[config.mk]
export PLATFORM = sky130hd
export DESIGN_NAME = base64_stream_codec_flat
export DESIGN_NICKNAME = d
export VERILOG_FILES = /design/src/b64_pkg.sv /design/src/b64_req_if.sv /design/src/b64_rsp_if.sv /design/src/b64_core.sv /design/src/b64_serialiser.sv /design/src/base64_stream_codec.sv /design/src/flat_wrapper.sv
export SDC_FILE = /design/constraint.sdc
export NUM_CORES = 1
export LEC_CHECK = 0
export BUFFER_PORTS_ARGS = -buffer_cell sky130_fd_sc_hd__buf_4
export CAP_MARGIN = 20
export CELL_PAD_IN_SITES_DETAIL_PLACEMENT = 1
export CELL_PAD_IN_SITES_GLOBAL_PLACEMENT = 2
export CORE_MARGIN = 2
export CORE_UTILIZATION = 39
export CTS_CLUSTER_SIZE = 10
export DETAILED_ROUTE_END_ITERATION = 6
export GPL_TIMING_DRIVEN = 0
export HOLD_SLACK_MARGIN = 0.15
export PLACE_DENSITY_LB_ADDON = 0.1
export SLEW_MARGIN = 5
export SYNTH_ARGS = -nofsm -noshare
export SYNTH_HDL_FRONTEND = slang
export SYNTH_SLANG_ARGS = --single-unit
[constraint.sdc]
create_clock -name clock -period 5.85 [get_ports clock]
set_clock_uncertainty 0.05 [all_clocks]
set_input_delay 0.2925 -clock clock [delete_from_list [all_inputs] [get_ports clock]]
set_output_delay 0.2925 -clock clock [all_outputs]
set_load 0.005 [all_outputs]
[src/b64_pkg.sv]
// ----------------------------------------------------------------------------
// b64_pkg
// Shared types, constants and alphabet functions of the base64 stream codec.
// ----------------------------------------------------------------------------
package b64_pkg;

   // codec_mode register codes
   localparam logic MODE_ENCODE = 1'b0;
   localparam logic MODE_DECODE = 1'b1;

   // special characters
   localparam logic [7:0] PAD_CHAR   = 8'h3D;   // '='
   localparam logic [7:0] PLUS_CHAR  = 8'h2B;   // '+'
   localparam logic [7:0] SLASH_CHAR = 8'h2F;   // '/'

   // results one request can cause
   localparam int unsigned MAX_RESULTS = 4;

   // results of one request, handed from the core to the serialiser
   typedef struct packed {
      logic [MAX_RESULTS-1:0][7:0] chars;   // entry 0 goes out first
      logic [2:0]                  count;   // 0..4 results
      logic                        data;    // 0 for an empty end marker
      logic                        last;    // final entry closes the message
      logic                        error;   // error flag of the final entry
   } bundle_type;

   // six-bit value to alphabet character
   function automatic logic [7:0] sextet_to_char(input logic [5:0] v);
      logic [7:0] r;
      if (v < 6'd26)       r = 8'h41 + {2'b00, v};
      else if (v < 6'd52)  r = 8'h61 + {2'b00, v - 6'd26};
      else if (v < 6'd62)  r = 8'h30 + {2'b00, v - 6'd52};
      else if (v == 6'd62) r = PLUS_CHAR;
      else                 r = SLASH_CHAR;
      return r;
   endfunction

   // character to {invalid, six-bit value}
   function automatic logic [6:0] char_to_sextet(input logic [7:0] c);
      logic [6:0] r;
      if (c >= 8'h41 && c <= 8'h5A)      r = {1'b0, 6'(c - 8'h41)};
      else if (c >= 8'h61 && c <= 8'h7A) r = {1'b0, 6'(c - 8'h61 + 8'd26)};
      else if (c >= 8'h30 && c <= 8'h39) r = {1'b0, 6'(c - 8'h30 + 8'd52)};
      else if (c == PLUS_CHAR)           r = {1'b0, 6'd62};
      else if (c == SLASH_CHAR)          r = {1'b0, 6'd63};
      else                               r = {1'b1, 6'd0};
      return r;
   endfunction

endpackage

[src/b64_req_if.sv]
// ----------------------------------------------------------------------------
// b64_req_if
// Request channel: one data byte or character per request.
// ----------------------------------------------------------------------------
interface b64_req_if;
   logic       valid;
   logic       ready;
   logic [7:0] in_byte;
   logic       in_last;

   modport source (output valid, output in_byte, output in_last, input ready);
   modport sink   (input valid, input in_byte, input in_last, output ready);
endinterface

[src/b64_rsp_if.sv]
// ----------------------------------------------------------------------------
// b64_rsp_if
// Result channel: one character or decoded byte per result.
// ----------------------------------------------------------------------------
interface b64_rsp_if;
   logic       valid;
   logic       ready;
   logic [7:0] out_byte;
   logic       out_valid;
   logic       out_last;
   logic       out_error;

   modport source (output valid, output out_byte, output out_valid, output out_last,
                   output out_error, input ready);
   modport sink   (input valid, input out_byte, input out_valid, input out_last,
                   input out_error, output ready);
endinterface

[src/b64_core.sv]
// ----------------------------------------------------------------------------
// b64_core
// Message state and single-pass encode/decode of one accepted request into a
// bundle of up to four results.
// ----------------------------------------------------------------------------
module b64_core
   import b64_pkg::*;
(
   input  logic       clock,
   input  logic       reset,
   input  logic       csr_write_enable,
   input  logic       csr_write_data,
   input  logic       accept,
   input  logic [7:0] in_byte,
   input  logic       in_last,
   output bundle_type bundle
);

   logic        mode_ff, mode_in;
   logic [15:0] acc_ff, acc_in;
   logic [2:0]  held_ff, held_in;
   logic        pad_ff, pad_in;
   logic        bad_ff, bad_in;

   logic [23:0] group;
   logic        full_group;
   logic [6:0]  dec;
   logic [15:0] acc_sh;
   logic [3:0]  bits;
   logic [2:0]  rem;

   // next state and results of the presented request
   always_comb begin
      mode_in    = mode_ff;
      acc_in     = acc_ff;
      held_in    = held_ff;
      pad_in     = pad_ff;
      bad_in     = bad_ff;
      bundle     = '0;
      group      = {acc_ff, in_byte};
      full_group = 1'b0;
      dec        = char_to_sextet(in_byte);
      acc_sh     = {acc_ff[9:0], dec[5:0]};
      bits       = {1'b0, held_ff} + 4'd6;
      rem        = 3'(bits - 4'd8);

      if (mode_ff == MODE_ENCODE) begin
         // gather three bytes, emit four characters
         if (held_ff >= 3'd2) begin
            full_group      = 1'b1;
            bundle.chars[0] = sextet_to_char(group[23:18]);
            bundle.chars[1] = sextet_to_char(group[17:12]);
            bundle.chars[2] = sextet_to_char(group[11:6]);
            bundle.chars[3] = sextet_to_char(group[5:0]);
            bundle.count    = 3'd4;
            bundle.data     = 1'b1;
            acc_in          = '0;
            held_in         = '0;
         end else begin
            acc_in  = {acc_ff[7:0], in_byte};
            held_in = held_ff + 3'd1;
         end
         // flush leftover bytes with padding
         if (in_last) begin
            bundle.last  = 1'b1;
            bundle.count = 3'd4;
            bundle.data  = 1'b1;
            if (!full_group) begin
               if (held_ff == 3'd0) begin
                  bundle.chars[0] = sextet_to_char(in_byte[7:2]);
                  bundle.chars[1] = sextet_to_char({in_byte[1:0], 4'b0000});
                  bundle.chars[2] = PAD_CHAR;
                  bundle.chars[3] = PAD_CHAR;
               end else begin
                  bundle.chars[0] = sextet_to_char(acc_in[15:10]);
                  bundle.chars[1] = sextet_to_char(acc_in[9:4]);
                  bundle.chars[2] = sextet_to_char({acc_in[3:0], 2'b00});
                  bundle.chars[3] = PAD_CHAR;
               end
            end
         end
      end else begin
         // shift six bits in, emit a byte once eight have gathered
         if (!pad_ff && !bad_ff) begin
            if (in_byte == PAD_CHAR) begin
               pad_in = 1'b1;
            end else if (dec[6]) begin
               bad_in = 1'b1;
            end else if (bits >= 4'd8) begin
               bundle.chars[0] = 8'(acc_sh >> rem);
               bundle.count    = 3'd1;
               bundle.data     = 1'b1;
               acc_in          = acc_sh & ((16'd1 << rem) - 16'd1);
               held_in         = rem;
            end else begin
               acc_in  = acc_sh;
               held_in = bits[2:0];
            end
         end
         // close the message, empty marker if nothing came out
         if (in_last) begin
            bundle.last  = 1'b1;
            bundle.error = bad_in;
            if (bundle.count == 3'd0) begin
               bundle.count = 3'd1;
               bundle.data  = 1'b0;
            end
         end
      end

      if (in_last) begin
         acc_in  = '0;
         held_in = '0;
         pad_in  = 1'b0;
         bad_in  = 1'b0;
      end

      if (!accept) begin
         acc_in  = acc_ff;
         held_in = held_ff;
         pad_in  = pad_ff;
         bad_in  = bad_ff;
      end

      // a mode write drops the message in flight
      if (csr_write_enable) begin
         mode_in = csr_write_data;
         acc_in  = '0;
         held_in = '0;
         pad_in  = 1'b0;
         bad_in  = 1'b0;
      end
   end

   // state registers
   always_ff @(posedge clock) begin
      if (reset) begin
         mode_ff <= MODE_ENCODE;
         acc_ff  <= '0;
         held_ff <= '0;
         pad_ff  <= 1'b0;
         bad_ff  <= 1'b0;
      end else begin
         mode_ff <= mode_in;
         acc_ff  <= acc_in;
         held_ff <= held_in;
         pad_ff  <= pad_in;
         bad_ff  <= bad_in;
      end
   end

   // encode holds at most two bytes
   assert property (@(posedge clock) disable iff (reset)
      (mode_ff == MODE_ENCODE) |-> (held_ff <= 3'd2))
      else $error("b64_core: encode holds more than two bytes");

   // decode holds an even bit count below eight
   assert property (@(posedge clock) disable iff (reset)
      (mode_ff == MODE_DECODE) |-> (held_ff[0] == 1'b0 && held_ff <= 3'd6))
      else $error("b64_core: odd or oversized decode bit count");

   // a last request leaves clean message state
   assert property (@(posedge clock) disable iff (reset)
      (accept && in_last) |=> (held_ff == 3'd0 && !pad_ff && !bad_ff && acc_ff == 16'd0))
      else $error("b64_core: message state not cleared after last request");

endmodule

[src/b64_serialiser.sv]
// ----------------------------------------------------------------------------
// b64_serialiser
// Result register: holds one bundle, sends an entry per cycle while ready.
// ----------------------------------------------------------------------------
module b64_serialiser
   import b64_pkg::*;
(
   input  logic       clock,
   input  logic       reset,
   input  logic       load_valid,
   output logic       load_ready,
   input  bundle_type bundle,
   b64_rsp_if.source  rsp_bus
);

   bundle_type  hold_ff, hold_in;
   logic [2:0]  count_ff, count_in;
   logic [1:0]  index_ff, index_in;

   logic        final_entry;
   logic        taken;
   logic        load;

   assign final_entry = ({1'b0, index_ff} + 3'd1) == count_ff;
   assign taken       = rsp_bus.valid && rsp_bus.ready;
   assign load_ready  = (count_ff == 3'd0) || (taken && final_entry);
   assign load        = load_valid && load_ready && (bundle.count != 3'd0);

   // result entry on show
   assign rsp_bus.valid     = count_ff != 3'd0;
   assign rsp_bus.out_byte  = hold_ff.data ? hold_ff.chars[index_ff] : 8'd0;
   assign rsp_bus.out_valid = hold_ff.data;
   assign rsp_bus.out_last  = hold_ff.last && final_entry;
   assign rsp_bus.out_error = hold_ff.error && final_entry;

   // next bundle and position
   always_comb begin
      hold_in  = hold_ff;
      count_in = count_ff;
      index_in = index_ff;
      if (load) begin
         hold_in  = bundle;
         count_in = bundle.count;
         index_in = '0;
      end else if (taken) begin
         if (final_entry) begin
            count_in = '0;
            index_in = '0;
         end else begin
            index_in = index_ff + 2'd1;
         end
      end
   end

   always_ff @(posedge clock) begin
      if (reset) begin
         count_ff <= '0;
         index_ff <= '0;
      end else begin
         count_ff <= count_in;
         index_ff <= index_in;
      end
      hold_ff <= hold_in;
   end

   // position stays inside the bundle
   assert property (@(posedge clock) disable iff (reset)
      (count_ff != 3'd0) |-> ({1'b0, index_ff} < count_ff))
      else $error("b64_serialiser: index beyond bundle");

   // error only on the closing result
   assert property (@(posedge clock) disable iff (reset)
      (rsp_bus.valid && rsp_bus.out_error) |-> rsp_bus.out_last)
      else $error("b64_serialiser: error flag on a non-final result");

   // an empty marker is a lone closing result
   assert property (@(posedge clock) disable iff (reset)
      (rsp_bus.valid && !rsp_bus.out_valid) |-> (rsp_bus.out_last && count_ff == 3'd1))
      else $error("b64_serialiser: malformed empty marker");

   // final entry taken with nothing new leaves the register empty
   assert property (@(posedge clock) disable iff (reset)
      (taken && final_entry && !load) |=> (count_ff == 3'd0))
      else $error("b64_serialiser: bundle not retired");

endmodule

[src/base64_stream_codec.sv]
// ----------------------------------------------------------------------------
// base64_stream_codec
// Base64 codec (standard alphabet, '=' padding) over a byte stream, with the
// direction chosen by a one-bit mode register.
// ----------------------------------------------------------------------------
//
//  channel   direction  handshake           payload
//  req_bus   in         valid / ready       in_byte[7:0], in_last
//  rsp_bus   out        valid / ready       out_byte[7:0], out_valid, out_last,
//                                           out_error
//  csr       in         csr_write_enable    csr_write_data (codec_mode)
//
//  A request is processed in the cycle it is accepted; its results (up to four)
//  leave the result register one per cycle from the next cycle on, while
//  rsp_bus is ready. A request is taken while the result register is empty or
//  its final entry is being taken, so in encoding the four characters of a
//  group hold the single result register and the next request is accepted
//  with the last one; decoding takes one request a cycle unless stalled.
//  Requests that cause no result leave the result register untouched.
//  Reset (synchronous) selects encode and clears all message state; a mode
//  write also clears message state.
//  A stalled result holds the current entry and blocks every request.
// ----------------------------------------------------------------------------
module base64_stream_codec
   import b64_pkg::*;
(
   input  logic      clock,
   input  logic      reset,
   input  logic      csr_write_enable,
   input  logic      csr_write_data,
   b64_req_if.sink   req_bus,
   b64_rsp_if.source rsp_bus
);

   bundle_type bundle;
   logic       load_ready;
   logic       accept;

   assign req_bus.ready = load_ready;
   assign accept        = req_bus.valid && load_ready;

   // state and per-request computation
   b64_core u_core (
      .clock            (clock),
      .reset            (reset),
      .csr_write_enable (csr_write_enable),
      .csr_write_data   (csr_write_data),
      .accept           (accept),
      .in_byte          (req_bus.in_byte),
      .in_last          (req_bus.in_last),
      .bundle           (bundle)
   );

   // result register and output sequencing
   b64_serialiser u_serialiser (
      .clock      (clock),
      .reset      (reset),
      .load_valid (req_bus.valid),
      .load_ready (load_ready),
      .bundle     (bundle),
      .rsp_bus    (rsp_bus)
   );

endmodule

[src/flat_wrapper.sv]
// flat-port wrapper written by rule: the top's interface ports become plain ports
module base64_stream_codec_flat import b64_pkg::*;
  (clock, reset, csr_write_enable, csr_write_data, req_bus_valid, req_bus_in_byte, req_bus_in_last, req_bus_ready, rsp_bus_valid, rsp_bus_out_byte, rsp_bus_out_valid, rsp_bus_out_last, rsp_bus_out_error, rsp_bus_ready);
  b64_req_if req_bus_i ();
  b64_rsp_if rsp_bus_i ();
  input  logic clock;
  input  logic reset;
  input  logic csr_write_enable;
  input  logic csr_write_data;
  input wire logic [$bits(req_bus_i.valid)-1:0] req_bus_valid;
  input wire logic [$bits(req_bus_i.in_byte)-1:0] req_bus_in_byte;
  input wire logic [$bits(req_bus_i.in_last)-1:0] req_bus_in_last;
  output wire logic [$bits(req_bus_i.ready)-1:0] req_bus_ready;
  output wire logic [$bits(rsp_bus_i.valid)-1:0] rsp_bus_valid;
  output wire logic [$bits(rsp_bus_i.out_byte)-1:0] rsp_bus_out_byte;
  output wire logic [$bits(rsp_bus_i.out_valid)-1:0] rsp_bus_out_valid;
  output wire logic [$bits(rsp_bus_i.out_last)-1:0] rsp_bus_out_last;
  output wire logic [$bits(rsp_bus_i.out_error)-1:0] rsp_bus_out_error;
  input wire logic [$bits(rsp_bus_i.ready)-1:0] rsp_bus_ready;
  assign req_bus_i.valid = req_bus_valid;
  assign req_bus_i.in_byte = req_bus_in_byte;
  assign req_bus_i.in_last = req_bus_in_last;
  assign req_bus_ready = req_bus_i.ready;
  assign rsp_bus_valid = rsp_bus_i.valid;
  assign rsp_bus_out_byte = rsp_bus_i.out_byte;
  assign rsp_bus_out_valid = rsp_bus_i.out_valid;
  assign rsp_bus_out_last = rsp_bus_i.out_last;
  assign rsp_bus_out_error = rsp_bus_i.out_error;
  assign rsp_bus_i.ready = rsp_bus_ready;
  base64_stream_codec u_core (.clock(clock), .reset(reset), .csr_write_enable(csr_write_enable), .csr_write_data(csr_write_data), .req_bus(req_bus_i), .rsp_bus(rsp_bus_i));
endmodule
; ---- Yosys cells after proc, flatten, opt, wreduce, memory -nomap -nowiden
; Index checks and enable logic that the tools add are counted.
[op_classes]
eq_ne = 14
shift = 2
addsub = 56
magnitude_cmp = 36
n_reduce_logical = 30
n_mul = 0
div = 0
n_mux = 84
bitwise_logic = 1
[op_table]
columns = cell, n
row1 = $mux W8, 20
row2 = $add A7 B6 Y8 const A, 18
row3 = $mux W16, 8
row4 = $lt A6 B6 Y1 const B, 18
row5 = $mux W7, 14
row6 = $sub A6 B6 Y6 const B, 11
row7 = $add A6 B6 Y7 const A, 9
row8 = $mux W12, 5
row9 = $lt A6 B5 Y1 const B, 9
row10 = $sub A6 B5 Y6 const B, 9
row11 = $mux W3, 17
row12 = $eq A6 B6 Y1 const B, 7
row13 = $mux W37, 1
row14 = $mux W36, 1
row15 = $mux W32, 1
row16 = $eq A8 B6 Y1 const B, 3
row17 = $mux W24, 1
row18 = $and A16 B16 Y16, 1
row19 = $bmux W8 S2, 1
row20 = $ge A8 B7 Y1 const B, 2
row21 = $le A8 B7 Y1 const B, 2
row22 = $shl A1 B3 Y16 const A, 1
row23 = $shr A16 B3 Y8, 1
row24 = $sub A16 B1 Y16 const B, 1
row25 = other kinds (30), 62
[totals]
mem_bits_ro = 0
word_cells = 237
memories = 0
out_inout_bits = 13
latchBits = 0
input_bits = 15
ramBits = 0
reg_bits = 62

; ---- Depth between registers and ports, before layout
; Gate-level depths: netlist of the first run.
[depth]
ltp_word = 20
ltp_mapped = 18
depth_no_buf = 15

; ---- Modules after synthesis
; A second synthesis of the first run with hierarchy kept.
[unflattened]
cells_unflattened = 1023
area_unflattened_um2 = 8082.8
[modules_own_cells]
columns = module, cells_per_inst, seq_area_each_um2, area_each_um2, n_inst
row1 = b64_core, 934, 440.4, 6442.4, 1
row2 = b64_serialiser, 88, 1151.1, 1634.1, 1
row3 = base64_stream_codec, 1, 0.0, 6.3, 1

; ---- Worst setup path before layout of the first run
; Ideal clock, no wire load.
[synth_timing]
path_type = input port to flip-flop
start = input port req_bus_in_byte[2]
end = register u_core.u_serialiser.count_ff[0]
setup_ns = 0.114
arrival_time_ns = 4.403
n_path_buf = 2
required_time_ns = 5.686
stages = 12
path_slack_ns = 1.283
cell_sequence = clkbuf_1 -> inv_1 -> ha_1 -> buf_2 -> a2111oi_2 -> nor3_1 -> nor3_2 -> o31ai_2 -> a21oi_1 -> or2_2 -> a21oi_1 -> a21o_1
[synth_between]
elab_chain_len = 18
elab_cells_between_ends = 31
cone_classes = 6 x order compare / 3 x eq/ne / 13 x mux / 9 x reduce/logical
[synth_lines]
columns = element, line
row1 = from (decl), flat_wrapper.sv:11  ; input wire logic [$bits(req_bus_i.in_byte)-1:0] req_bus_in_byte;
row2 = branches (longest 7 deep; another with $ge A8 B6 Y1), -
row3 = $mux W12 (*), b64_core.sv:85  ; if (in_byte == PAD_CHAR) begin
row4 = $mux W12 (*), b64_core.sv:84  ; if (!pad_ff && !bad_ff) begin
row5 = $mux W12 (*), b64_core.sv:47  ; if (mode_ff == MODE_ENCODE) begin
row6 = $logic_not A3 Y1, b64_core.sv:104  ; if (bundle.count == 3'd0) begin
row7 = $mux W4, b64_core.sv:104
row8 = $mux W6 (*), b64_core.sv:101  ; if (in_last) begin
row9 = $mux W13 (*), b64_core.sv:47
row10 = $reduce_bool A3 Y1 (*), b64_serialiser.sv:27  ; assign load = load_valid && load_ready && (bundle.count != 3'd0);
row11 = $logic_and A1 B1 Y1 (*), b64_serialiser.sv:27
row12 = named net u_core.u_serialiser.load, b64_serialiser.sv:22  ; logic load;
row13 = $reduce_bool A2 Y1 (no source line), -
row14 = $reduce_and A2 Y1 (no source line), -
row15 = to (signal assigned), b64_serialiser.sv:60  ; count_ff <= count_in;
row16 = to (decl), b64_serialiser.sv:17  ; logic [2:0] count_ff, count_in;
; Mark *: on every way through the listed nets, which the timed path passes. The select of a mux whose other input is x is not followed.
; A chain may end at the register's enable or synchronous reset.

==> results of run 1 <==
[layer usage]
layer | vias to the layer above | track usage | part of all wire
met5 | - | 0 | 0
met4 | 0 | 0.0803 | 0.024
met3 | 48 | 0.0506 | 0.064
met2 | 279 | 0.495 | 0.45
met1 | 4158 | 0.439 | 0.47
li1 | 3898 | - | -
[layout make-up]
cell class	instances	area [µm²]	share of cell area
timing repair buffer	30	250	0.0283
buffer	74	292	0.0330
sequential	61	1570	0.178
tap	270	338	0.0382
clock buffer	10	229	0.0259
clock inverter	6	40.0	0.00453
inverter	41	154	0.0174
multi-input combinational	856	5960	0.675
[cells by family (layout without fill, tap and decap cells)]
| kind of cell | Yosys count | after routing | synth area share |
|---|---|---|---|
| flops | 61 | 61 | 0.197 |
| compound gates | 327 | 327 | 0.275 |
| simple gates | 338 | 338 | 0.203 |
| mux | 27 | 27 | 0.0484 |
| fa+ha+maj | 85 | 85 | 0.134 |
| xor+xnor | 79 | 79 | 0.0869 |
| buf+inv | 115 | 161 | 0.0559 |
[state kept, by name (all words and copies together), names as in the netlist, 2 cells and up]
| register | count |
|---|---|
| u_core.u_serialiser.hold_ff | 34 |
| u_core.u_core.acc_ff | 16 |
| u_core.u_serialiser.index_ff | 2 |
| u_core.u_core.held_ff | 3 |
| u_core.u_serialiser.count_ff | 2 |
[report_power, final]
group	internal [W]	total, W	switching (W)
clock network	0.000285	0.000498	0.000213
logic	0.000207	0.000613	0.000406
registers	0.000491	0.000511	0.0000193
total	0.000984	0.00162	0.000638
[layout by cell type, fill, tap and decap left out, types with 29 or more instances in the layout]
| master | n |
|---|---|
| inv_1 | 36 |
| xnor2_1 | 48 |
| a211oi_1 | 31 |
| nand3_1 | 29 |
| a21oi_1 | 89 |
| buf_4 | 29 |
| xor2_1 | 31 |
| clkbuf_1 | 57 |
| nor2_1 | 87 |
| o21ai_0 | 57 |
| nand2_1 | 98 |
| edfxtp_1 | 35 |
| ha_1 | 85 |
[worst max-delay path, delay by kind of cell (launching register included)]
family | cells | cell delay [ns]
buf+inv | 4 | 1.52
simple gates | 4 | 1.32
compound gates | 5 | 1.39
flops | 1 | 0.47
fa+ha+maj | 2 | 0.54
[worst max-delay path by stage]
stage | to | slack, ns | cells after the start
2_1_floorplan | u_core.u_serialiser.count_ff[0]$_SDFFE_PP0P_ | 1.28 | 12
3_3_place_gp | u_core.u_serialiser.count_ff[2]$_SDFFE_PP0P_ | -0.23 | 13
3_5_place_dp | u_core.u_serialiser.hold_ff[9]$_DFFE_PP_ | 0.25 | 15
4_1_cts | u_core.u_serialiser.hold_ff[9]$_DFFE_PP_ | 0.23 | 15
5_1_grt | u_core.u_serialiser.hold_ff[16]$_SDFFCE_PP0P_ | 0.08 | 17
6_report | u_core.u_serialiser.hold_ff[9]$_DFFE_PP_ | 0.29 | 15
[through the flow]
| step | area, µm² | hold slack [ns] |
|---|---|---|
| after CTS | 8830 | 0.152 |
| after floorplan | 7960 | 0.315 |
| after detailed placement | 8540 | 0.451 |
| after global placement | 8500 | 0.438 |
| final | 8840 | 0.155 |
| after global routing | 8840 | 0.173 |
[repair_timing]
item                                   4_1_cts  5_1_grt
endpoints found under the hold margin        2        0
hold buffers                                 2        0
buffers inserted                             0        0
setup endpoints to repair                    0        1
gates resized for setup                      0        1
==> key figures, run 1 <==
Synthesis
  • Post-synth design cell area: 0.00796 mm²
  • Number of standard cells after synthesis: approximately 1000
  • Cell with the most instances after synthesis: nand2_1
  • Synth warnings: 0
  • Part of the Yosys area used for sequential elements: 0.197
  • EDFF count, synth: 35
  • Mean Syn Cell Area: 7.72 µm²
  • Synth Flop Type: edfxtp_1
  • Main area contributors after synthesis: ha_1 (13%), edfxtp_1 (13%), dfxtp_1 (6.5%)
  • Top cell type by total area after synthesis: ha_1
  • Ranking of synthesized cells by instance count: nand2_1 (98), a21oi_1 (90), nor2_1 (87)
  • Share of synthesized registers carrying an async set or reset: 0
  • Share of the synthesized area in the top cell type: 0.134
  • Distinct cell type count after synthesis: 70
  • Synthesized flop and latch total: 61
  • Post-synth net total: about 1100

Die
  • Cell Rows: 52
  • # IOs: 28
  • Area of the die: around 0.022 mm²
  • Height of the chip: around 150 µm
  • Effective utilization at floorplan: 0.396
  • Core Area: ~0.020 mm²
  • Die W: about 150 µm

Detailed routing
  • Drt pass-1 iters: 5
  • Wire length per cell after detailed routing: approximately 25 µm
  • Detail Route Antenna Nets: 0
  • DRC violation total after the first TritonRoute iteration: ~750
  • DRC violations left: 0
  • Via/cell ratio: 6.22
  • Total Wirelength: approximately 34 mm
  • Count of vias placed by the detailed router: 8383

Min path
  • Instance count along the most critical hold path: 3
  • Min-delay src: csr_write_data
  • WHS Endpoint: u_core.u_core.mode_ff$_SDFFE_PP0P_
  • Worst Hold Class: input pin to flip-flop

Global route
  • Pin count of the biggest net entering global routing: 28
  • Wire length of the first global-routing pass: 51.2 mm
  • All-layer global routing usage: 0.310
  • Antenna violations before repair: 0
  • Number of global-route vias before repair: 8338
  • Grt ovf: 0

Clock tree
  • Sinks on Clock Net: about 60
  • Number of buffers between clock root and the deepest sink: 2
  • Skew-Pair Late Insertion Delay: roughly 0.35 ns
  • CTS tree: done
  • Reg clk slew, reported paths: roughly 0.050 ns
  • Total CTS buffers: 9
  • Clock tree root driver cell: clkbuf_16
  • CTS H-tree lvls: 3

Timing
  • Highest achievable clock rate: between 150 and 200 MHz
  • Period Utilization, post-route: 0.950
  • Post-Route Setup TNS: 0 ns
  • Slew of the pin with the lowest slew margin: between 1 and 1.5 ns
  • Final period demand of the worst path: roughly 5.6 ns
  • Setup repair after global routing missed its margin: false
  • Setup violation total in the final timing report: 0
  • Final-report max-slew violation count: 0
  • Worst Setup Slack, final: 0.295 ns
  • Number of hold violations in the final report: 0
  • Max-Slew Margin vs Limit: 0.314

Cells and area
  • Count of inserted antenna diode cells: 0
  • Area growth from synthesis to layout: 11.0%
  • Non-Filler Instances: 1348
  • Layout cell share with drive strength beyond 1: 0.0733
  • NumNets Final: between 1000 and 1500
  • End-of-flow core utilization: 0.440
  • Count of fill cells added during filler insertion: about 2500

Power and ir drop
  • Pwr Density: 183 mW/mm²
  • Max IR drop VDD: between 0.0001 and 0.00015 V
  • Leak: between 3 and 4 nW
  • Power after layout: approximately 0.0016 W

Worst setup path
  • Worst Setup Start Kind: flip-flop
  • Slowest stage cell on the critical path: clkbuf_1
  • Cell occurring most often along the worst timing path: clkbuf_1
  • Internal reg-to-reg setup slack: 0.29 ns
  • Depth of the worst register-to-register path: 15
  • Worst R2R Start: u_core.u_core.held_ff[0]$_SDFFE_PP0P_
  • Type of the setup path with the least slack: flip-flop to flip-flop
  • Terminus of the critical flop-to-flop path: u_core.u_serialiser.hold_ff[9]$_DFFE_PP_
  • Max FO, Critical Path: 11
  • Critical path, cell by cell: inv_2 -> ha_1 -> clkbuf_1 -> nand2b_1 -> and2_1 -> clkbuf_1 -> clkbuf_1 -> nand2_1 -> ha_1 -> nor4_2 -> o21ai_0 -> a2bb2oi_1 -> o21ai_0 -> o211ai_1 -> a311o_1
  • Start point of the critical path: u_core.u_core.held_ff[0]$_SDFFE_PP0P_
  • Arrival time worst endpoint: about 5.6 ns
  • CP Capture Type: flip-flop
  • Required time reported for the critical path endpoint: a little under 6 ns
  • Max incr delay on CP: roughly 0.57 ns

Placed design
  • Number of port buffers: 27
  • Cell count after placement: 1330
  • Place WS: ~0.25 ns
  • Placer Congestion: 0.961
  • Post-detailed-placement half-perimeter wirelength: 26.2 mm

Job
  • Max-cap check violation count: 0

Outcome
  • Run status: completed
Note: power is estimated with default switching activity, not from simulation.
==> run 2, diff against run 1 <==
Settings changed: PLACE_DENSITY set to 0.81, PLACE_DENSITY_LB_ADDON 0.1 to not set, TNS_END_PERCENT set to 1.
==> key figures, run 2 (same netlist as run 1, synthesis figures left out) <==
Clock tree
  • Skew-Pair Late Insertion Delay: 0.34 ns (about the same)
  • Clock tree root driver cell: clkbuf_16
  • CTS H-tree lvls: 3 (unchanged)
  • Sinks on Clock Net: 61 (unchanged)
  • Reg clk slew, reported paths: 0.05 ns (about the same)
  • CTS tree: done
  • Number of buffers between clock root and the deepest sink: 2 (unchanged)
  • Total CTS buffers: 9 (unchanged)

Placed design
  • Cell count after placement: 1330 (unchanged)
  • Post-detailed-placement half-perimeter wirelength: 25.9 mm (-1.4%)
  • Number of port buffers: 27 (unchanged)
  • Place WS: 0.253 ns (+0.00430 ns)
  • Placer Congestion: 0.957 (-0.46%)
  • Placement Cell Area: 0.00854 mm² (unchanged)

Timing
  • Final-report max-slew violation count: 0 (unchanged)
  • Period Utilization, post-route: 0.951 (about the same)
  • Max-Slew Margin vs Limit: 0.320 (+0.00637)
  • Setup violation total in the final timing report: 0 (unchanged)
  • Worst Setup Slack, final: 0.290 ns (-0.00528 ns)
  • Setup repair after global routing missed its margin: true
  • Number of hold violations in the final report: 0 (unchanged)
  • Final period demand of the worst path: 5.56 ns (+0.00528 ns)
  • Slew of the pin with the lowest slew margin: 1.01 ns (-0.00948 ns)
  • Highest achievable clock rate: 180 MHz (about the same)

Global route
  • Pin count of the biggest net entering global routing: 29 (+3.6%)
  • Antenna violations before repair: 1 (+1)
  • Grt ovf: 0 (unchanged)
  • All-layer global routing usage: 0.303 (-0.00707)
  • Number of global-route vias before repair: 8230 (-1.3%)
  • Wire length of the first global-routing pass: 50.5 mm (-1.5%)

Power and ir drop
  • Max IR drop VDD: 0.000138 V (+11%)
  • Pwr Density: 188 mW/mm² (+2.6%)
  • Leak: 3.33 nW (+0.84%)
  • Power after layout: 0.00167 W (+3.0%)

Cells and area
  • Commonest non-fill, non-tap cell in the layout: nand2_1
  • Area growth from synthesis to layout: 11.4%
  • Count of inserted antenna diode cells: 0 (unchanged)
  • Biggest registers after layout: u_core.u_serialiser.hold_ff: 34 flops, u_core.u_core.acc_ff: 16 flops, u_core.u_core.held_ff: 3 flops
  • Area of all placed cells without fillers: 0.00887 mm² (+0.35%)
  • Layout cell share with drive strength beyond 1: 0.0751 (+0.00186)
  • NumNets Final: 1173 (unchanged)
  • Non-Filler Instances: 1348 (unchanged)
  • Register ranked first by flip-flop count: u_core.u_serialiser.hold_ff
  • Commonest cells after routing, fill and taps aside: nand2_1 (98), a21oi_1 (89), nor2_1 (87)
  • Max reg flops: 34 (unchanged)

Die
  • Area of the die: 0.0216 mm² (unchanged)
  • Height of the chip: 147 µm (unchanged)
  • Core Area: 0.0201 mm² (unchanged)
  • # IOs: 28 (unchanged)
  • Cell Rows: 52 (unchanged)
  • Effective utilization at floorplan: 0.396 (unchanged)
  • Die W: 147 µm (unchanged)

Detailed routing
  • Via/cell ratio: 6.19 (-0.45%)
  • Drt pass-1 iters: 5 (unchanged)
  • Wire length per cell after detailed routing: 24.4 µm (-1.9%)
  • Count of vias placed by the detailed router: 8345 (-0.45%)
  • DRC violations left: 0 (unchanged)
  • Total Wirelength: 32.9 mm (-1.9%)
  • Detail Route Antenna Nets: 0 (unchanged)
  • DRC violation total after the first TritonRoute iteration: 702 (-5.8%)

Outcome
  • Run status: completed

Worst setup path
  • Arrival time worst endpoint: 5.58 ns (about the same)
  • Max FO, Critical Path: 11 (unchanged)
  • Required time reported for the critical path endpoint: 5.87 ns (about the same)
  • Type of the setup path with the least slack: flip-flop to flip-flop
  • Worst Setup Start Kind: flip-flop
  • CP Capture Type: flip-flop

Min path
  • Worst Hold Class: input pin to flip-flop

Job
  • Max-cap check violation count: 0 (unchanged)
[run 2: final cells by class]
| cell class | instances | area (µm²) |
|---|---|---|
| Fill cell | 2487 | 11200 |
| Multi-Input combinational cell | 856 | 5960 |
| Sequential cell | 61 | 1570 |
| Tap cell | 270 | 338 |
| Buffer | 74 | 292 |
| Timing Repair Buffer | 30 | 250 |
| Clock buffer | 9 | 225 |
| Inverter | 41 | 154 |
| Clock inverter | 7 | 75.1 |
[run 2: what timing repair did]
item	in CTS	in global routing
hold buffers	2	0
gates resized for setup	0	1
endpoints found under the hold margin	2	0
setup buffers	0	0
setup endpoints to repair	0	3
[run 2: metal layers]
| metal | wire length [µm] | vias up | global-route usage |
|---|---|---|---|
| li1 | - | 3889 | - |
| met4 | 885 | 2 | 0.0808 |
| met5 | 17 | - | 0 |
| met2 | 14600 | 249 | 0.474 |
| met1 | 15400 | 4143 | 0.432 |
| met3 | 1980 | 62 | 0.0550 |
[run 2: through the flow]
step                       util  TNS (ns)  hold WS [ns]
after floorplan               -         0         0.315
after global placement    0.423    -0.325         0.444
after detailed placement  0.425         0         0.449
after CTS                 0.441         0         0.188
after global routing      0.441   -0.0452         0.232
final                     0.441         0         0.181
[run 2: final timing paths]
path / endpoint / slack [ns] / cells after the start / start
hold / removal: u_core.u_core.mode_ff$_SDFFE_PP0P_ / 0.18 / 3 / csr_write_data
hold reg to reg: u_core.u_core.pad_ff$_SDFFE_PP0P_ / 0.47 / 2 / u_core.u_core.pad_ff$_SDFFE_PP0P_
setup / recovery: u_core.u_serialiser.hold_ff[9]$_DFFE_PP_ / 0.29 / 15 / u_core.u_core.held_ff[0]$_SDFFE_PP0P_
setup reg to reg: u_core.u_serialiser.hold_ff[9]$_DFFE_PP_ / 0.29 / 15 / u_core.u_core.held_ff[0]$_SDFFE_PP0P_
[run 2: power breakdown]
part	internal (W)	total [W]	switching, W
logic	0.000207	0.000612	0.000405
registers	0.000491	0.000509	0.0000183
clock network	0.000332	0.000549	0.000217
total	0.00103	0.00167	0.000640
[run 2: critical path, cell delays in order (launching register included)]
cell       delay, ns
dfxtp_1         0.45
inv_2           0.17
ha_1            0.21
clkbuf_1        0.22
nand2b_1        0.29
and2_1          0.18
clkbuf_1        0.56
clkbuf_1        0.60
nand2_1         0.33
ha_1            0.32
nor4_2          0.52
o21ai_0         0.29
a2bb2oi_1       0.20
o21ai_0         0.34
o211ai_1        0.17
a311o_1         0.39
==> run 3, diff against run 2 <==
Settings changed: PLACE_DENSITY 0.81 to 0.8, SYNTH_HIERARCHICAL set to 1.
==> key figures, run 3 <==
Outcome
  • Run status: completed

Clock tree
  • Total CTS buffers: 9 (unchanged)
  • Clock tree root driver cell: clkbuf_16
  • CTS H-tree lvls: 3 (unchanged)
  • Skew-Pair Late Insertion Delay: 0.33 ns (about the same)
  • Sinks on Clock Net: 62 (+1.6%)
  • CTS tree: done
  • Number of buffers between clock root and the deepest sink: 2 (unchanged)
  • Setup bufs post-CTS: 0 (unchanged)
  • Reg clk slew, reported paths: 0.05 ns (about the same)

Die
  • Area of the die: 0.0219 mm² (+1.5%)
  • Effective utilization at floorplan: 0.398 (+0.00211)
  • Core Area: 0.0203 mm² (+0.97%)
  • Die W: 148 µm (+0.73%)
  • Height of the chip: 148 µm (+0.73%)
  • Cell Rows: 52 (unchanged)
  • # IOs: 28 (unchanged)

Placed design
  • Placer Congestion: 0.958 (about the same)
  • Place WS: 0.0182 ns (-0.235 ns)
  • Post-detailed-placement half-perimeter wirelength: 25.7 mm (-0.47%)
  • Number of port buffers: 27 (unchanged)

Worst setup path
  • Arrival time worst endpoint: 5.57 ns (about the same)
  • Max FO, Critical Path: 10 (-1)
  • CP Capture Type: flip-flop
  • Internal reg-to-reg setup slack: 0.27 ns (-0.02 ns)
  • Worst Setup Start Kind: flip-flop
  • Type of the setup path with the least slack: flip-flop to flip-flop
  • Required time reported for the critical path endpoint: 5.84 ns (-0.03 ns)

Synthesis
  • Ranking of synthesized cells by instance count: nand2_1 (109), ha_1 (88), nor2_1 (82)
  • Distinct cell type count after synthesis: 90 (+29%)
  • Mean Syn Cell Area: 7.90 µm² (+2.4%)
  • Synth Flop Type: edfxtp_1
  • Part of the Yosys area used for sequential elements: 0.197 (-0.000456)
  • Main area contributors after synthesis: ha_1 (14%), edfxtp_1 (13%), dfxtp_1 (6.7%)
  • Share of the synthesized area in the top cell type: 0.136 (+0.00266)
  • Post-synth design cell area: 0.00808 mm² (+1.5%)
  • Post-synth net total: 1126 (-0.53%)
  • EDFF count, synth: 35 (unchanged)
  • Top cell type by total area after synthesis: ha_1
  • Share of synthesized registers carrying an async set or reset: 0 (unchanged)
  • Synth warnings: 6 (+6)
  • Cell with the most instances after synthesis: nand2_1
  • Synthesized flop and latch total: 62 (+1.6%)
  • Number of standard cells after synthesis: 1023 (-0.87%)

Timing
  • Post-Route Setup TNS: 0 ns (unchanged)
  • Final-report max-slew violation count: 0 (unchanged)
  • Worst Setup Slack, final: 0.270 ns (-0.0193 ns)
  • Slew of the pin with the lowest slew margin: 0.953 ns (-0.0591 ns)
  • Final period demand of the worst path: 5.58 ns (+0.0193 ns)
  • Setup repair after global routing missed its margin: false
  • Period Utilization, post-route: 0.954 (+0.00330)
  • Highest achievable clock rate: 179 MHz (-0.35%)
  • Number of hold violations in the final report: 0 (unchanged)
  • Setup violation total in the final timing report: 0 (unchanged)
  • Max-Slew Margin vs Limit: 0.348 (+0.0282)

Cells and area
  • Max reg flops: 34 (unchanged)
  • Register ranked first by flip-flop count: u_core/u_serialiser/hold_ff
  • Layout cell share with drive strength beyond 1: 0.0947 (+0.0196)
  • Commonest cells after routing, fill and taps aside: nand2_1 (109), ha_1 (88), nor2_1 (82)
  • NumNets Final: 1164 (-0.77%)
  • Biggest registers after layout: u_core/u_serialiser/hold_ff: 34 flops, u_core/u_core/acc_ff: 16 flops
  • Commonest non-fill, non-tap cell in the layout: nand2_1
  • Area growth from synthesis to layout: 10.4%

Power and ir drop
  • Pwr Density: 188 mW/mm² (about the same)
  • Leak: 3.34 nW (+0.57%)
  • Max IR drop VDD: 0.000139 V (+1.2%)

Detailed routing
  • Count of vias placed by the detailed router: 8267 (-0.93%)
  • Detail Route Antenna Nets: 0 (unchanged)
  • Via/cell ratio: 6.18 (-0.12%)
  • Wire length per cell after detailed routing: 24.5 µm (+0.37%)
  • DRC violation total after the first TritonRoute iteration: 641 (-8.7%)
  • Total Wirelength: 32.7 mm (-0.45%)
  • DRC violations left: 0 (unchanged)
  • Drt pass-1 iters: 5 (unchanged)

Global route
  • All-layer global routing usage: 0.299 (-0.00398)
  • Pin count of the biggest net entering global routing: 37 (+28%)
  • Antenna violations before repair: 1 (unchanged)
  • Grt ovf: 0 (unchanged)
  • Number of global-route vias before repair: 8157 (-0.89%)
  • Wire length of the first global-routing pass: 50.0 mm (-0.93%)

Min path
  • Worst Hold Class: input pin to flip-flop

Job
  • Max-cap check violation count: 0 (unchanged)
## run 3: cell types whose count changed after synthesis, sizes merged, moves of 10 or more
cell    change
nand2      +11
a21oi      -14
inv        +14
nand2b     -12
a22oi      -10
## run 3: per-layer routing
layer | part of all wire | up-vias | track usage | wire, µm
met3 | 0.070 | 35 | 0.0565 | 2300
met1 | 0.46 | 4108 | 0.421 | 15100
met5 | 0 | - | 0 | 0
li1 | - | 3834 | - | -
met4 | 0.018 | 0 | 0.0690 | 583
met2 | 0.45 | 290 | 0.477 | 14800
## run 3: cell families (layout without fill, tap and decap cells)
group	count (synthesis)	after routing	synth area share
multiplexers	30	30	0.0522
XOR/XNOR	81	81	0.0896
flip-flops	62	62	0.197
adder cells (fa/ha/maj)	88	88	0.136
buffers and inverters	121	164	0.0607
AND/OR/NAND/NOR	340	340	0.202
AO/OA/AOI/OAI	300	300	0.261
other	1	2	0.000464
## run 3: through the flow
| step | cell area [µm²] | hold WS [ns] | power, W | utilization | instances |
|---|---|---|---|---|---|
| after floorplan | 8080 | 0.312 | 0.000932 | - | 1023 |
| after global placement | 8620 | 0.464 | 0.00114 | 0.425 | 1320 |
| after detailed placement | 8620 | 0.469 | 0.00115 | 0.425 | 1320 |
| after CTS | 8920 | 0.158 | 0.00168 | 0.439 | 1336 |
| after global routing | 8920 | 0.175 | 0.00176 | 0.439 | 1336 |
| final | 8920 | 0.162 | 0.00168 | 0.440 | 1337 |
## run 3: worst max-delay path, stage by stage (launching register included)
cell and delay [ns]:
dfxtp_1 0.40, buf_1 0.30, inv_1 0.37, ha_1 0.44, clkbuf_1 0.54, clkbuf_1 0.51
clkbuf_1 0.46, clkbuf_2 0.41, clkbuf_2 0.42, nand2_1 0.10, ha_1 0.30, nor2_1 0.10
a21oi_1 0.05, o21ai_0 0.15, nand2_1 0.07, a211oi_1 0.61
## run 3: layout make-up
cell class,count,area [µm²]
fillers,2567,11400
multi-input cells,840,6000
flip-flops and latches,62,1590
well taps,270,338
plain buffers,69,298
clock buffers,11,233
repair buffers,27,203
inverters,52,195
clock inverters,5,61.3
diodes,1,2.50
## run 3: final timing paths
path | startpoint | end | depth (start not counted)
worst max register to register | u_core/u_core/held_ff[1]$_SDFFE_PP0P_ | u_core/u_serialiser/hold_ff[27]$_DFFE_PP_ | 15
worst min-delay path | csr_write_data | u_core/u_core/mode_ff$_SDFFE_PP0P_ | 3
worst min register to register | u_core/u_serialiser/count_ff[0]$_SDFFE_PP0P_ | u_core/u_serialiser/count_ff[0]$_SDFFE_PP0P_ | 2
worst max-delay path | u_core/u_core/held_ff[1]$_SDFFE_PP0P_ | u_core/u_serialiser/hold_ff[27]$_DFFE_PP_ | 15
## run 3: what timing repair did
| item | CTS | global route |
|---|---|---|
| hold buffers | 0 | 0 |
| resized for setup | 0 | 3 |
| endpoints found under the setup margin | 0 | 4 |
| hold endpoints to repair | 0 | 0 |
## run 3: power by group
group	internal (W)	switching [W]	total (W)
logic	0.000216	0.000405	0.000622
registers	0.000507	0.0000231	0.000530
clock network	0.000331	0.000196	0.000527
